## src/rtl/nlc_pkg.sv

```systemverilog
`timescale 1ns / 1ps
// Package for the numeric literal classifier: parse phase codes, result class
// codes, character constants and the byte classification helpers.
// No dependencies.
package nlc_pkg;

    localparam int unsigned BYTE_W  = 8;
    localparam int unsigned PHASE_W = 4;
    localparam int unsigned CLASS_W = 2;

    typedef logic [BYTE_W-1:0]  t_byte;
    typedef logic [PHASE_W-1:0] t_phase;
    typedef logic [CLASS_W-1:0] t_class;

    // Parse phases.
    localparam t_phase PH_LEAD = 4'd0;  // leading blanks
    localparam t_phase PH_SIGN = 4'd1;  // after sign
    localparam t_phase PH_ZERO = 4'd2;  // first digit was zero
    localparam t_phase PH_INT  = 4'd3;  // integer digits
    localparam t_phase PH_HEX  = 4'd4;  // hex digits
    localparam t_phase PH_FRAC = 4'd5;  // fraction digits

    // Result classes.
    localparam t_class CLS_NONE = 2'd0;
    localparam t_class CLS_INT  = 2'd1;
    localparam t_class CLS_HEX  = 2'd2;
    localparam t_class CLS_DEC  = 2'd3;

    // Characters of interest.
    localparam t_byte CH_NUL   = 8'h00;
    localparam t_byte CH_TAB   = 8'h09;
    localparam t_byte CH_SPACE = 8'h20;
    localparam t_byte CH_PLUS  = 8'h2B;
    localparam t_byte CH_MINUS = 8'h2D;
    localparam t_byte CH_POINT = 8'h2E;
    localparam t_byte CH_0     = 8'h30;
    localparam t_byte CH_9     = 8'h39;
    localparam t_byte CH_UA    = 8'h41;
    localparam t_byte CH_UF    = 8'h46;
    localparam t_byte CH_UX    = 8'h58;
    localparam t_byte CH_LA    = 8'h61;
    localparam t_byte CH_LF    = 8'h66;
    localparam t_byte CH_LX    = 8'h78;

    function automatic logic is_dec(input t_byte c);
        return (c >= CH_0) && (c <= CH_9);
    endfunction

    function automatic logic is_hexd(input t_byte c);
        return is_dec(c) || ((c >= CH_LA) && (c <= CH_LF)) ||
               ((c >= CH_UA) && (c <= CH_UF));
    endfunction

endpackage

```

## src/rtl/numeric_literal_classifier_top.sv

```systemverilog
`timescale 1ns / 1ps
// Numeric literal classifier: byte-stream parser with a registered result.
// Depends on nlc_pkg.
//
// Usage:
// - Input channel (i_in_valid / o_in_stall) carries one character per beat.
//   A beat with i_end_of_string high, or with a zero byte, ends the string.
// - Output channel (o_out_valid / i_out_stall) carries one class per string:
//   0 not numeric, 1 decimal integer, 2 hexadecimal, 3 decimal with a point.
// - Every input beat updates the parse state in the cycle it is accepted.
//   A terminating beat loads the result register, so the class appears on
//   o_number_class with o_out_valid high in the cycle after the terminator is accepted.
// - Throughput is one beat per cycle while o_in_stall is low; the single
//   per-byte state update between the parse registers is the only path an item takes.
// - The output register holds a result until the receiver takes it. While
//   a result waits and i_out_stall is high, o_in_stall is raised; otherwise
//   input beats keep flowing, including while a result is being taken.
// - Reset (synchronous, active low) returns the parser to the leading-blank
//   phase with all flags clear and empties the output register.
module numeric_literal_classifier_top
    import nlc_pkg::*;
(
    input  logic               i_clk,
    input  logic               i_rst_n,
    input  logic               i_in_valid,
    output logic               o_in_stall,
    input  logic [BYTE_W-1:0]  i_text_byte,
    input  logic               i_end_of_string,
    output logic               o_out_valid,
    input  logic               i_out_stall,
    output logic [CLASS_W-1:0] o_number_class
);

    t_phase r_phase, n_phase;
    logic   r_hex,   n_hex;
    logic   r_point, n_point;
    logic   r_rej,   n_rej;
    logic   r_out_valid, n_out_valid;
    t_class r_class, n_class;

    logic   in_acc;
    logic   term;
    t_class final_class;

    assign o_in_stall = r_out_valid & i_out_stall;
    assign in_acc     = i_in_valid & ~o_in_stall;
    assign term       = i_end_of_string | (i_text_byte == CH_NUL);

    always_comb begin
        if (r_rej || (r_phase < PH_ZERO) || (r_phase > PH_FRAC)) begin
            final_class = CLS_NONE;
        end else if (r_hex) begin
            final_class = CLS_HEX;
        end else if (r_point) begin
            final_class = CLS_DEC;
        end else begin
            final_class = CLS_INT;
        end
    end

    // Per-byte parse step.
    always_comb begin
        n_phase = r_phase;
        n_hex   = r_hex;
        n_point = r_point;
        n_rej   = r_rej;
        if (in_acc) begin
            if (term) begin
                n_phase = PH_LEAD;
                n_hex   = 1'b0;
                n_point = 1'b0;
                n_rej   = 1'b0;
            end else if (!r_rej) begin
                case (r_phase)
                    PH_LEAD, PH_SIGN: begin
                        if ((r_phase == PH_LEAD) &&
                            ((i_text_byte == CH_SPACE) || (i_text_byte == CH_TAB))) begin
                            n_phase = PH_LEAD;
                        end else if ((r_phase == PH_LEAD) &&
                            ((i_text_byte == CH_PLUS) || (i_text_byte == CH_MINUS))) begin
                            n_phase = PH_SIGN;
                        end else if (i_text_byte == CH_0) begin
                            n_phase = PH_ZERO;
                        end else if (is_dec(i_text_byte)) begin
                            n_phase = PH_INT;
                        end else if (i_text_byte == CH_POINT) begin
                            n_point = 1'b1;
                            n_phase = PH_FRAC;
                        end else begin
                            n_rej = 1'b1;
                        end
                    end
                    PH_ZERO, PH_INT: begin
                        if ((r_phase == PH_ZERO) &&
                            ((i_text_byte == CH_LX) || (i_text_byte == CH_UX))) begin
                            n_hex   = 1'b1;
                            n_phase = PH_HEX;
                        end else if (is_dec(i_text_byte)) begin
                            n_phase = PH_INT;
                        end else if (i_text_byte == CH_POINT) begin
                            n_point = 1'b1;
                            n_phase = PH_FRAC;
                        end else begin
                            n_rej = 1'b1;
                        end
                    end
                    PH_HEX: begin
                        if (!is_hexd(i_text_byte)) begin
                            n_rej = 1'b1;
                        end
                    end
                    PH_FRAC: begin
                        if (!is_dec(i_text_byte)) begin
                            n_rej = 1'b1;
                        end
                    end
                    default: begin
                        n_rej = 1'b1;
                    end
                endcase
            end
        end
    end

    // Result register: loads on a terminator, clears when the beat is taken.
    always_comb begin
        n_out_valid = r_out_valid;
        n_class     = r_class;
        if (r_out_valid && !i_out_stall) begin
            n_out_valid = 1'b0;
        end
        if (in_acc && term) begin
            n_out_valid = 1'b1;
            n_class     = final_class;
        end
    end

    always_ff @(posedge i_clk) begin
        if (!i_rst_n) begin
            r_phase     <= PH_LEAD;
            r_hex       <= 1'b0;
            r_point     <= 1'b0;
            r_rej       <= 1'b0;
            r_out_valid <= 1'b0;
        end else begin
            r_phase     <= n_phase;
            r_hex       <= n_hex;
            r_point     <= n_point;
            r_rej       <= n_rej;
            r_out_valid <= n_out_valid;
        end
    end

    always_ff @(posedge i_clk) begin
        r_class <= n_class;
    end

    assign o_out_valid    = r_out_valid;
    assign o_number_class = r_class;

    // A terminator always leaves the parser back in its idle state.
    a_term_clears: assert property (@(posedge i_clk) disable iff (!i_rst_n)
        (in_acc && term) |=> (r_phase == PH_LEAD) && !r_hex && !r_point && !r_rej)
        else $error("parser state not cleared after terminator");

    // A terminator always produces a result beat.
    a_term_result: assert property (@(posedge i_clk) disable iff (!i_rst_n)
        (in_acc && term) |=> r_out_valid)
        else $error("no result after terminator");

    // The hex flag is only ever set together with the hex phase.
    a_hex_phase: assert property (@(posedge i_clk) disable iff (!i_rst_n)
        r_hex |-> (r_phase == PH_HEX))
        else $error("hex flag outside hex phase");

    // The point flag is only ever set together with the fraction phase.
    a_point_phase: assert property (@(posedge i_clk) disable iff (!i_rst_n)
        r_point |-> (r_phase == PH_FRAC))
        else $error("point flag outside fraction phase");

endmodule
```

## config.mk

```make
export PLATFORM = sky130hd
export DESIGN_NAME = numeric_literal_classifier_top
export DESIGN_NICKNAME = d
export VERILOG_FILES = /design/src/rtl/nlc_pkg.sv /design/src/rtl/numeric_literal_classifier_top.sv
export SDC_FILE = /design/constraint.sdc
export NUM_CORES = 1
export LEC_CHECK = 0
export BUFFER_PORTS_ARGS = -buffer_cell sky130_fd_sc_hd__buf_2
export CELL_PAD_IN_SITES_DETAIL_PLACEMENT = 0
export CELL_PAD_IN_SITES_GLOBAL_PLACEMENT = 1
export CORE_MARGIN = 4
export CORE_UTILIZATION = 33
export DETAILED_ROUTE_END_ITERATION = 7
export GPL_ROUTABILITY_DRIVEN = 0
export PLACE_DENSITY_LB_ADDON = 0.3
export REMOVE_ABC_BUFFERS = 1
export SLEW_MARGIN = 5
export SYNTH_ARGS = -nofsm -noshare
export SYNTH_HDL_FRONTEND = slang
export SYNTH_SLANG_ARGS = --single-unit
```

## constraint.sdc

```tcl
create_clock -name i_clk -period 1.74 [get_ports i_clk]
set_clock_uncertainty 0.15 [all_clocks]
set_input_delay 0.087 -clock i_clk [delete_from_list [all_inputs] [get_ports i_clk]]
set_output_delay 0.087 -clock i_clk [all_outputs]
set_load 0.02 [all_outputs]
```

==> flow_summary.yaml <==
outcome:
  status: "completed"
drt:
  ant_nets: 0
  drt-vias-per-instance: 5.27
  first_pass_iters: 4
  wl_per_cell_um: 12.6
  drc_errors: 0
  routed_wl_mm: 1.99
  drt_iter0_markers: 12
  num_vias: 827
floorplan:
  io_pins: 17
  die_w_um: 54.4
  coreArea_um2: 2000
  die_h_um: 54.4
  initial_utilization_pct: 35.4
  die-area_um2: 2960
  num_rows: 16
sta:
  slew_headroom_pct: 74.5
  period_needed_ns: 1.68
  period_share_pct: 96.8
  setup_viol: 0
  worst_pin_slew_ns: 0.379
  slew_violations: 0
  setup_tns_ns: 0
  finalHoldViolCount: 0
  fmax_mhz: 594
  rsz0062_at_grt: "yes"
global_route:
  grt-ovfl-total: 0
  grt_pass1_vias: 729
  grt_pass1_wl_mm: 3.26
  grt_max_degree: 8
  grt_util_all_layers_pct: 15.6
  antenna_found_initial: 0
finish:
  n_fill_cell: 194
  final_cell_mix: "buf_4, buf_2, nor2_1"
  fin_area_um2: 1030
  area_growth_pct: 45.2
  layout-drive-gt1-share_pct: 38.5
  num-nets-final: 144
  mostFrequentLayoutCell: "buf_4"
  diodes: 0
logic_synthesis:
  synth_cells: 91
  synth-seq-area-share_pct: 31.0
  yosys_warnings: 0
  synth.area.top_cells: "dfxtp_1, edfxtp_1, a21oi_1"
  netlist_area_um2: 709
  synth.largest_area_cell: "dfxtp_1"
  synth_seq_cells: 10
  synth_cell_types: 33
  synth_area_per_cell_um2: 7.80
  synth.top_cell.area_share_pct: 22.6
clock_tree:
  clk_latency_ns: 0.27
  cts.sinks: 10
  cts-root-buf: "clkbuf_4"
  clkTransAtPathRegs_ns: 0.07
  cts_buffers: 3
  cts_tree: "done"
  clockBufferDepth: 2
  htreeDepth: 1
worst_setup_path:
  crit_path_end: "r_phase[2]"
  critical_path_required_ns: 1.79
  crit_start: "r_phase[1]"
  startpoint_type: "register"
  reg2reg_setup_slack_ns: 0.06
  cp_max_fo: 4
  reg2reg_from: "r_phase[1]"
  r2r_end: "r_phase[2]"
  worstSetupEndpointType: "register"
  crit_arrival_ns: 1.74
  path_class: "register to register"
  worstRegToRegCells: 5
placed_design:
  hpwl_mm: 1.60
  numPortBuffers: 16
  placed_area_um2: 950
hold_path:
  holdCritPathClass: "primary input to register"
pwr:
  pwr_density_cell_nw_per_um2: 522
  p_leak_nw: 0.423
  irDropWorstVdd_v: 0.000465
flow_run:
  drv_cap: 0
## synthesized netlist by cell type
master and count:
o211ai_1 1, buf_2 1, o21ai_0 3, nor4_1 3
nor2b_1 1, or4_4 2, nand2_1 9, a21oi_1 8
a21boi_0 1, buf_6 1, nor3_1 6, o21bai_4 1
or3_1 4, dfxtp_1 8, nand4_1 2, nor4b_1 2
edfxtp_1 2, inv_1 5, or4b_1 1, and4_1 1
nand3_1 3, a31oi_1 1, a211oi_1 4, or4bb_1 1
nand4b_1 1, nor2_1 10, or3b_2 2, o21ai_2 1
a22oi_1 1, nand3b_1 1, xnor2_1 2, and3_1 1
nand2b_1 1
## per-layer routing
layer,vias to the layer above,share of wire (%),track usage [%]
met5,-,0,0
met4,0,1.1,4.98
met3,5,6.9,4.90
met2,19,45,23.5
met1,379,47,20.9
li1,424,-,-
## worst min-delay path by stage
stage,to,cells past startpoint,slack [ns],from
2_1_floorplan,r_point,2,0.08,i_rst_n
3_3_place_gp,r_phase[0],3,0.24,i_rst_n
3_5_place_dp,r_phase[3],2,0.24,i_rst_n
4_1_cts,r_hex,5,0.09,i_in_valid
5_1_grt,r_point,4,0.13,i_text_byte[4]
6_report,r_hex,5,0.09,i_in_valid
## what timing repair did
item | in CTS | in global routing
setup endpoints to repair | 1 | 5
resized for setup | 1 | 6
buffers inserted | 0 | 0
pin swaps | 0 | 1
hold endpoints to repair | 5 | 0
hold buffers | 2 | 0
## cells by family (layout without fill, tap and decap cells)
| logic type | Yosys count | in the layout | synth area share (%) |
|---|---|---|---|
| and+or+nand+nor | 51 | 51 | 41.6 |
| AOI/OAI and AO/OA | 21 | 21 | 19.9 |
| DFF | 10 | 10 | 31.0 |
| buffers and inverters | 7 | 46 | 4.94 |
| xor gates and xnor gates | 2 | 2 | 2.47 |
## final cells by class
type / instances / area [um2] / share of cell area (%)
multi-input combinational: 74 / 488 / 47.4
clock buffer: 3 / 22.5 / 2.19
timing repair buffer: 37 / 243 / 23.6
inverter: 5 / 18.8 / 1.82
clock inverter: 1 / 3.75 / 0.365
sequential: 10 / 220 / 21.4
tap: 27 / 33.8 / 3.28
## state kept, by name (all words and copies together) (netlist names)
| signal | flops |
|---|---|
| r_point | 1 |
| r_phase | 4 |
| r_hex | 1 |
| o_number_class | 2 |
| o_out_valid | 1 |
| r_rej | 1 |
## worst max-delay path, stage by stage, from the launching register on
cell,delay [ns]
dfxtp_1,0.37
or3b_2,0.52
nor3_2,0.23
buf_4,0.15
o211ai_1,0.08
a21oi_1,0.12
## stage by stage
step	instances	util [%]	hold WS (ns)	power, mW	worst slack [ns]
floorplan	89	-	0.0771	0.300	0.0305
global placement	151	47.4	0.238	0.363	-0.0116
detailed placement	151	47.4	0.239	0.364	-0.0278
CTS	157	50.1	0.0853	0.539	0.00998
global route	157	51.4	0.127	0.569	-0.00463
finish	157	51.4	0.0904	0.538	0.0558
## power breakdown
| part | leakage, nW | internal (mW) | switching (mW) | total, mW |
|---|---|---|---|---|
| clock network | 0.0154 | 0.0830 | 0.0875 | 0.170 |
| logic | 0.324 | 0.0594 | 0.0653 | 0.125 |
| registers | 0.0838 | 0.240 | 0.00227 | 0.243 |
| total | 0.423 | 0.383 | 0.155 | 0.538 |
(Power assumes the default switching activity.)
